--- config.mk ---
export PLATFORM = sky130hd
export DESIGN_NAME = prt_ctrl
export DESIGN_NICKNAME = d
export VERILOG_FILES = /design/src/design/prt_pkg.sv /design/src/design/prt_ctrl.sv
export SDC_FILE = /design/constraint.sdc
export NUM_CORES = 1
export LEC_CHECK = 0
export ABC_AREA = 1
export ABC_CLOCK_PERIOD_IN_PS = 1400
export BUFFER_PORTS_ARGS = -buffer_cell sky130_fd_sc_hd__buf_2
export CORE_AREA = 2 2 39 41
export DETAILED_ROUTE_END_ITERATION = 12
export DIE_AREA = 0 0 41 43
export GPL_ROUTABILITY_DRIVEN = 0
export SLEW_MARGIN = 20
export SYNTH_ARGS = -nofsm -noshare
export SYNTH_HDL_FRONTEND = slang
export SYNTH_SLANG_ARGS = --single-unit
--- constraint.sdc ---
create_clock -name clk_i -period 1.4 [get_ports clk_i]
set_input_delay 0.28 -clock clk_i [delete_from_list [all_inputs] [get_ports clk_i]]
set_output_delay 0.28 -clock clk_i [all_outputs]
set_load 0.02 [all_outputs]
--- src/design/prt_pkg.sv ---
// shared types, constants and codes for the peer record table
package prt_pkg;

  localparam int TableSlots  = 128;
  localparam int ModeBits    = 32;
  localparam int BodyBits    = 64;
  localparam int RecordLimit = 100;
  localparam int SlotW       = $clog2(TableSlots);
  localparam int CountW      = $clog2(TableSlots + 1);
  localparam int BitsW       = $clog2(ModeBits + 1);
  localparam logic [15:0] GoodPreamble = 16'h5350;
  localparam logic [7:0]  GoodVersion  = 8'h00;
  localparam logic [CountW-1:0] Limit =
      CountW'((RecordLimit < TableSlots) ? RecordLimit : TableSlots);

  localparam logic [1:0] OpRecv   = 2'd0;
  localparam logic [1:0] OpMark   = 2'd1;
  localparam logic [1:0] OpRead   = 2'd2;
  localparam logic [1:0] OpUnused = 2'd3;

  localparam logic [0:0] CfgEnable = 1'd0;
  localparam logic [0:0] CfgLength = 1'd1;

  typedef enum logic [3:0] {
    StDisabled  = 4'd0,
    StRejected  = 4'd1,
    StRewritten = 4'd2,
    StUnchanged = 4'd3,
    StInserted  = 4'd4,
    StEvicted   = 4'd5,
    StDropped   = 4'd6,
    StMarkChg   = 4'd7,
    StMarkSame  = 4'd8,
    StRead      = 4'd9,
    StBadSlot   = 4'd10
  } status_e;

  typedef struct packed {
    logic [1:0]  op;
    logic [47:0] peer_address;
    logic [7:0]  packet_length;
    logic [15:0] packet_preamble;
    logic [7:0]  packet_version;
    logic [63:0] packet_body;
    logic [6:0]  entry_index;
    logic [4:0]  mode_index;
    logic        mark_value;
  } in_item_t;

  typedef struct packed {
    logic [3:0]  status;
    logic [6:0]  slot;
    logic        store_write;
    logic        store_erase;
    logic [47:0] erased_address;
    logic        entry_valid;
    logic [47:0] entry_address;
    logic [63:0] entry_body;
    logic [31:0] entry_mask;
    logic        mode_used;
  } out_item_t;

  typedef enum logic [3:0] {
    SIdle, SDecode, SScanRd, SScan, SScanEnd, SEvict, SFree, SWrite, SRdWait, SOpDone,
    SOut
  } state_e;

  // controller -> datapath
  typedef struct packed {
    logic load;       // capture input item
    logic scan_clr;   // reset scan registers and address
    logic scan_rd;    // issue read at scan address
    logic scan_step;  // evaluate read data and advance
    logic rd_idx;     // read at entry index
    logic evict;      // invalidate victim
    logic ins;        // write new record at free slot
    logic rewrite;    // rewrite matching slot
    logic mark;       // apply mark to entry index
    logic fin;        // build result
  } cmd_t;

  // datapath -> controller
  typedef struct packed {
    logic op_recv;
    logic op_mark;
    logic op_read;
    logic header_ok;
    logic idx_ok;
    logic scan_last;
    logic hit;
    logic full;
    logic have_victim;
    logic have_free;
  } sts_t;

  function automatic logic [BitsW-1:0] popcount(input logic [ModeBits-1:0] v);
    logic [BitsW-1:0] n;
    n = '0;
    for (int i = 0; i < ModeBits; i++) n = n + BitsW'(v[i]);
    return n;
  endfunction

endpackage

--- src/design/prt_ctrl.sv ---
// controller state machine sequencing the slot scan and table updates
module prt_ctrl (
  input  logic           clk_i,
  input  logic           rst_ni,
  input  logic           in_valid_i,
  output logic           in_ready_o,
  output logic           out_valid_o,
  input  logic           out_ready_i,
  input  logic           enabled_i,
  input  prt_pkg::sts_t  sts_i,
  output prt_pkg::cmd_t  cmd_o
);
  import prt_pkg::*;

  state_e state_q, state_d;

  always_ff @(posedge clk_i or negedge rst_ni) begin
    if (!rst_ni) begin
      state_q <= SIdle;
    end else begin
      state_q <= state_d;
    end
  end

  always_comb begin
    state_d = state_q;
    case (state_q)
      SIdle: if (in_valid_i) state_d = SDecode;
      SDecode: begin
        if (sts_i.op_recv) begin
          state_d = (enabled_i && sts_i.header_ok) ? SScanRd : SOpDone;
        end else if ((sts_i.op_mark || sts_i.op_read) && sts_i.idx_ok) begin
          state_d = SRdWait;
        end else begin
          state_d = SOpDone;
        end
      end
      SScanRd: state_d = SScan;
      SScan: begin
        if (sts_i.hit) state_d = SWrite;
        else if (sts_i.scan_last) state_d = SScanEnd;
        else state_d = SScan;
      end
      SScanEnd: begin
        // a hit on the last slot shows up only here
        if (sts_i.hit) state_d = SWrite;
        else if (sts_i.full) state_d = sts_i.have_victim ? SEvict : SOpDone;
        else state_d = SFree;
      end
      SEvict:  state_d = SFree;
      SFree:   state_d = SWrite;
      SWrite:  state_d = SOpDone;
      SRdWait: state_d = SOpDone;
      SOpDone: state_d = SOut;
      SOut:    if (out_ready_i) state_d = SIdle;
      default: state_d = SIdle;
    endcase
  end

  always_comb begin
    cmd_o       = '0;
    in_ready_o  = 1'b0;
    out_valid_o = 1'b0;
    case (state_q)
      SIdle: begin
        in_ready_o  = 1'b1;
        cmd_o.load  = in_valid_i;
      end
      SDecode: begin
        cmd_o.scan_clr = 1'b1;
        cmd_o.rd_idx   = 1'b1;
      end
      SScanRd: cmd_o.scan_rd = 1'b1;
      SScan: begin
        cmd_o.scan_step = 1'b1;
        cmd_o.scan_rd   = 1'b1;
      end
      SEvict: cmd_o.evict = 1'b1;
      SWrite: begin
        cmd_o.ins     = !sts_i.hit;
        cmd_o.rewrite = sts_i.hit;
      end
      SRdWait: cmd_o.mark = sts_i.op_mark;
      SOpDone: cmd_o.fin = 1'b1;
      SOut: out_valid_o = 1'b1;
      default: ;
    endcase
  end

endmodule

==> impl_metrics.yaml, run 1 <==
sta:
  timing_hold_violations_final: 0
  tightest_slew_ps: 225
  fin_skew_ps: 0.171
  smallest_hold_slack_ps: 296
  setup_repair_after_global_routing_missed_its_margin: "true"
  maxSlewViolCount: 0
  slew_headroom_pct: 84.9
  final.setup.worst_slack_ps: -85.4
  final-setup-viol-count: 10
  clock_period_minus_final_worst_setup_slack_ps: 1490
  fmax_mhz: 673
  min_period_over_period_pct: 106
power:
  worst_ir_drop_vdd_mv: 0.891
  net-switching-power_uw: 894
  power_frac_comb_pct: 77.9
  clock_power_share_pct: 8.5
  power-per-cell-area_nw_per_um2: 2280
  switching_share_pct: 50.6
  total_leakage_power_nw: 0.448
  intPower_uw: 872
  p_seq_share_pct: 13.6
floorplan:
  coreArea_um2: 1380
  design.portCount: 27
  dieWidth_um: 41
  initial_core_util_pct: 29.8
  die-area_um2: 1760
  rows: 14
  dieHeight_um: 43
placed_design:
  post-place-ws_ps: 113
  port_buffers: 25
  hpwl_um: 892
  dp_cells: 118
worst_setup_path:
  arrival_ps: 1210
  required_ps: 1120
  cp-start-kind: "flop"
  timing.critical_path.slowest_stage_cell: "sky130_fd_sc_hd__dfrtp_1"
  crit_path_max_incr_delay_ps: 400
  timing_worst_setup_path_type: "flop to primary output"
  worstPathMaxFanout: 4
  crit_path_cells: "inv_2 > nand2_2 > nor3_2 > buf_4"
  crit_path_end_kind: "primary output"
grt:
  grt_pass1_wl_um: 2060
  global_route.overflow_total: 0
  grt_start_max_net_pins: 7
  first_global_vias: 539
  grt_util_all_layers_pct: 16.2
  antenna_violations_before_repair: 0
logic_synthesis:
  netlist.top_cell.by_area: "sky130_fd_sc_hd__dfrtp_1"
  mappedNetlistNets: 92
  post_synth_main_area_contributors: "sky130_fd_sc_hd__dfrtp_1 (24%), sky130_fd_sc_hd__nand2_1 (15%), sky130_fd_sc_hd__nor2_1 (15%)"
  ys_seq_area_share_pct: 24.2
  ys.warnings.count: 0
  synth_area_um2: 413
  synth.top_cell.area_share_pct: 24.2
  yosys_register_bits: 4
  syn-mean-instance-area_um2: 5.36
  synthesis.instances: 77
  ys_types: 13
layout:
  insertedDiodeCount: 0
  nets: 135
  register_area_um2: 100
  largest_register: "state_q"
  finish.cell_count_without_fillers: 134
  syn2layout_area_growth_pct: 87.9
  fillers: 130
  largest_register_ff_count: 4
  drive_above_1_share_pct: 51.7
  reg_top3: "state_q x4"
  multi_input_comb_area_um2: 299
job:
  max_cap_viol_count: 0
detailed_routing:
  routedWlPerCell_um: 10.4
  drc: 0
  route.detailed.vias_per_inst: 4.51
  num_vias: 605
  route.antenna.remaining_nets: 0
  drt-total-wl_um: 1400
  detailedRoute.firstPassIterationCount: 4
  initialDrtViolationCount: 21
min_path:
  hold_class: "input pin to flop"
clock_network:
  tritoncts.num_buffers: 3
  clock_transition_at_the_register_clock_pins_on_the_worst_setup_and_hold_paths_after_cts_ps: 40
  cts-root-to-sink-buffers: 2
  clock_sinks: 4
  clock_tree.htree_level_count: 1
  clock_tree.root_cell: "sky130_fd_sc_hd__clkbuf_4"
  clock_latency_at_the_later_pin_of_the_worst_skew_pair_ps: 240
  cts_tree: "yes"
run_status:
  run_status: "finished with violations"
  failed_checks: "setup timing"
[final timing paths]
check | startpoint | to | slack (ps) | depth (start not counted)
worst min register to register | state_q[3] | state_q[2] | 770 | 5
max in group asynchronous | rst_ni | state_q[2] | 910 | 2
worst max-delay path | state_q[2] | cmd_o[1] | -90 | 4
worst max register to register | state_q[0] | state_q[3] | 70 | 6
min in group asynchronous | rst_ni | state_q[3] | 380 | 2
worst min-delay path | sts_i[4] | state_q[2] | 300 | 3
[cell type report]
type,count,share of cell area (%)
sequential,4,12.9
tap,16,2.58
inverter,17,8.23
timing repair buffer,39,34.8
multi-input combinational,55,38.5
clock buffer,3,2.90
[power by group through the flow]
stage	clock network (mW)	registers, mW	logic, mW
global placement	0	0.229	0.855
detailed placement	0	0.227	0.848
floorplan	0	0.218	0.639
CTS	0.146	0.229	1.01
finish	0.150	0.240	1.38
global route	0.151	0.245	1.50
[per-layer routing]
metal  part of all wire, %  vias up  global-route usage, %
li1                      -      314                      -
met1                    40      262                   21.2
met2                    51       25                   26.9
met3                   6.6        4                  0.524
met4                   2.1        0                   6.00
met5                     0        -                      0
[logic make-up (layout without fill, tap and decap cells)]
logic type      count (synthesis)  count (layout)  synth area share, %
compound gates                  7               7                 9.09
simple gates                   48              48                 49.4
flops                           4               4                 24.2
buf+inv                        18              59                 17.3
[stage by stage]
stage / setup TNS (ps) / total power, mW / area [um^2] / util, %
after floorplan: 0 / 0.857 / 413 / -
after CTS: -379 / 1.38 / 663 / 47.9
final: -565 / 1.77 / 776 / 56.1
after global routing: -1180 / 1.89 / 776 / 56.1
after global placement: 0 / 1.08 / 558 / 40.3
after detailed placement: 0 / 1.08 / 558 / 40.3
[Yosys cell counts, drive strengths merged]
cell type / n
nand3: 5
buf: 1
inv: 17
nand2: 19
o21ai: 3
dfrtp: 4
nor2: 20
o211ai: 1
nor3: 4
a21oi: 3
[placed cells by master (no fill, tap or decap)]
| master | Yosys | final |
|---|---|---|
| sky130_fd_sc_hd__buf_2 | 0 | 13 |
| sky130_fd_sc_hd__nor3_2 | 0 | 1 |
| sky130_fd_sc_hd__clkbuf_4 | 0 | 3 |
| sky130_fd_sc_hd__nand2_4 | 0 | 3 |
| sky130_fd_sc_hd__nor2_1 | 17 | 15 |
| sky130_fd_sc_hd__dfrtp_1 | 4 | 4 |
| sky130_fd_sc_hd__nand3_1 | 5 | 5 |
| sky130_fd_sc_hd__buf_6 | 0 | 2 |
| sky130_fd_sc_hd__nand2_2 | 2 | 4 |
| sky130_fd_sc_hd__buf_4 | 1 | 23 |
| sky130_fd_sc_hd__dlygate4sd3_1 | 0 | 1 |
| sky130_fd_sc_hd__a21oi_1 | 3 | 3 |
| sky130_fd_sc_hd__inv_2 | 3 | 7 |
| sky130_fd_sc_hd__o21ai_0 | 3 | 3 |
| sky130_fd_sc_hd__nor2_4 | 0 | 4 |
| sky130_fd_sc_hd__nor2_2 | 3 | 1 |
| sky130_fd_sc_hd__inv_1 | 14 | 10 |
| sky130_fd_sc_hd__nand2_1 | 17 | 12 |
| sky130_fd_sc_hd__o211ai_1 | 1 | 1 |
| sky130_fd_sc_hd__nor3_1 | 4 | 3 |
[what timing repair did]
| action | in CTS | in global routing |
|---|---|---|
| buffers inserted | 5 | 7 |
| hold buffers | 1 | 0 |
| pin swaps | 2 | 4 |
| endpoints found under the setup margin | 10 | 12 |
| gates resized for setup | 16 | 17 |
| endpoints found under the hold margin | 4 | 0 |
[worst max-delay path: cells and delay by family (launching register included)]
kind / cells / cell delay, ps
flip-flops: 1 / 400
buffers and inverters: 2 / 270
AND/OR/NAND/NOR: 2 / 300
Power figures use the tool's default switching activity.
==> inputs of run 2 (changes only) <==
--- a/config.mk
+++ b/config.mk
@@ -8,10 +8,15 @@
 export ABC_AREA = 1
 export ABC_CLOCK_PERIOD_IN_PS = 1400
 export BUFFER_PORTS_ARGS = -buffer_cell sky130_fd_sc_hd__buf_2
-export CORE_AREA = 2 2 39 41
+export CELL_PAD_IN_SITES_DETAIL_PLACEMENT = 2
+export CELL_PAD_IN_SITES_GLOBAL_PLACEMENT = 2
+export CORE_ASPECT_RATIO = 0.75
+export CORE_MARGIN = 2
+export CORE_UTILIZATION = 17
 export DETAILED_ROUTE_END_ITERATION = 12
-export DIE_AREA = 0 0 41 43
 export GPL_ROUTABILITY_DRIVEN = 0
+export HOLD_SLACK_MARGIN = 0.05
+export PLACE_DENSITY_LB_ADDON = 0.1
 export SLEW_MARGIN = 20
 export SYNTH_ARGS = -nofsm -noshare
 export SYNTH_HDL_FRONTEND = slang
==> impl_metrics.yaml, run 2 (synthesized netlist as in run 1, its figures left out) <==
layout:
  nets: 133
  fillers: 295
  insertedDiodeCount: 0
  drive_above_1_share_pct: 58.6
  largest_register: "state_q"
  layout_common_cells: "sky130_fd_sc_hd__buf_2 (13), sky130_fd_sc_hd__buf_6 (12), sky130_fd_sc_hd__nand2_1 (11), sky130_fd_sc_hd__buf_4 (11)"
  finish.cell_count_without_fillers: 150
  largest_register_ff_count: 4
  most_frequent_standard_cell_in_the_layout_excluding_fill_and_tap_cells: "sky130_fd_sc_hd__buf_2"
  syn2layout_area_growth_pct: 110
  reg_top3: "state_q x4"
worst_setup_path:
  rr_worst_depth: 9
  crit_path_max_incr_delay_ps: 440
  crit_start: "state_q[0]"
  worstPathMaxFanout: 3
  timing_worst_setup_path_type: "flop to primary output"
  worst_r2r_startpoint: "state_q[3]"
  worst_r2r_endpoint: "state_q[1]"
  critical_path.endpoint: "out_valid_o"
  cp-start-kind: "flop"
  timing.critical_path.slowest_stage_cell: "sky130_fd_sc_hd__dfrtp_2"
  reg_to_reg_setup_timing_slack_ps: 70
  arrival_ps: 1220
  crit_path_cells: "inv_2 > buf_4 > nand2_2 > nor2_2 > buf_6"
  required_ps: 1120
  crit_path_end_kind: "primary output"
clock_network:
  cts-root-to-sink-buffers: 2
  clock_latency_at_the_later_pin_of_the_worst_skew_pair_ps: 230
  cts_tree: "yes"
  clock_sinks: 4
  clock_tree.root_cell: "sky130_fd_sc_hd__clkbuf_4"
  tritoncts.num_buffers: 3
  clock_transition_at_the_register_clock_pins_on_the_worst_setup_and_hold_paths_after_cts_ps: 40
  clock_tree.htree_level_count: 1
sta:
  fmax_mhz: 666
  fin_skew_ps: 5.00
  final.setup.worst_slack_ps: -102
  final-setup-viol-count: 10
  min_period_over_period_pct: 107
  clock_period_minus_final_worst_setup_slack_ps: 1500
  slew_headroom_pct: 83.5
  maxSlewViolCount: 0
  setup_repair_after_global_routing_missed_its_margin: "true"
  timing_hold_violations_final: 0
  tightest_slew_ps: 247
grt:
  grt_pass1_wl_um: 2730
  first_global_vias: 590
  grt_start_max_net_pins: 7
  global_route.overflow_total: 0
  grt_util_all_layers_pct: 13.4
  antenna_violations_before_repair: 0
floorplan:
  dieHeight_um: 46.7
  initial_core_util_pct: 17.9
  rows: 15
  coreArea_um2: 2310
  die-area_um2: 2840
  dieWidth_um: 60.9
  design.portCount: 27
detailed_routing:
  drc: 0
  route.antenna.remaining_nets: 0
  drt-total-wl_um: 1880
  num_vias: 616
  detailedRoute.firstPassIterationCount: 2
  initialDrtViolationCount: 6
  route.detailed.vias_per_inst: 4.11
  routedWlPerCell_um: 12.5
min_path:
  hold_class: "input pin to flop"
placed_design:
  hpwl_um: 1370
  port_buffers: 25
  dp_cells: 137
power:
  worst_ir_drop_vdd_mv: 0.635
  total_leakage_power_nw: 0.453
  power-per-cell-area_nw_per_um2: 2260
  total_power_mw: 1.96
run_status:
  failed_checks: "setup timing"
  run_status: "finished with violations"
job:
  max_cap_viol_count: 0
[run 2: changes by cell type in the layout (fill, tap and decap cells not counted)]
cell,delta
sky130_fd_sc_hd__buf_4,-12
sky130_fd_sc_hd__buf_6,+10
sky130_fd_sc_hd__nor2_1,-6
sky130_fd_sc_hd__nor2_2,+3
sky130_fd_sc_hd__nor2_4,+3
sky130_fd_sc_hd__nand2_4,+2
sky130_fd_sc_hd__dfrtp_1,-1
sky130_fd_sc_hd__dfrtp_2,+1
sky130_fd_sc_hd__inv_1,-1
sky130_fd_sc_hd__inv_4,+1
sky130_fd_sc_hd__nand2_1,-1
sky130_fd_sc_hd__nand2_2,-1
[run 2: critical path, delay by kind of cell, from the launching register on]
kind	cells	cell delay, ps
AND/OR/NAND/NOR	2	200
flip-flops	1	440
buffers and inverters	3	340
[run 2: area by class of cell]
type	instances	area [um^2]	area share [%]
timing repair buffer	37	293	33.8
multi-input combinational	55	342	39.4
inverter	17	66.3	7.65
sequential	4	101	11.7
clock buffer	3	22.5	2.60
tap	34	42.5	4.91
[run 2: how the worst min path moves through the flow]
| stage | slack, ps | end | cells after the start | start |
|---|---|---|---|---|
| floorplan | -20 | state_q[0] | 0 | rst_ni |
| global placement | 80 | state_q[2] | 1 | rst_ni |
| detailed placement | 90 | state_q[3] | 1 | rst_ni |
| CTS | 330 | state_q[2] | 3 | sts_i[4] |
| global route | 360 | state_q[2] | 3 | sts_i[4] |
| finish | 330 | state_q[2] | 3 | sts_i[4] |
[run 2: per-layer routing]
layer  vias up  wire [um]  track usage [%]  part of all wire, %
li1        311          -                -                    -
met1       292        846             17.4                   45
met2        13        981             23.9                   52
met3         0         51             3.37                  2.7
met4         0          0                0                    0
met5         -          0                0                    0
[run 2: power by group]
group,switching [mW],internal [mW]
clock,0.0461,0.0958
combinational,0.901,0.664
sequential,0.0725,0.182
total,1.02,0.941
[run 2: timing repair]
action,CTS,global route
resized for setup,28,30
pin swaps,4,6
endpoints found under the hold margin,4,0
setup buffers,4,5
endpoints found under the setup margin,11,12
hold buffers,1,0
[run 2: through the flow]
| step | area [um^2] | hold slack, ps | setup WS (ps) | util [%] | TNS [ps] |
|---|---|---|---|---|---|
| 5_1_grt | 867 | 364 | -197 | 37.6 | -1630 |
| 6_report | 867 | 328 | -102 | 37.6 | -639 |
| 4_1_cts | 724 | 327 | -119 | 31.4 | -818 |
| 3_5_place_dp | 588 | 87.4 | 70.3 | 25.5 | 0 |
| 3_3_place_gp | 588 | 83.8 | 101 | 25.5 | 0 |
| 2_1_floorplan | 413 | -15.6 | 103 | - | 0 |
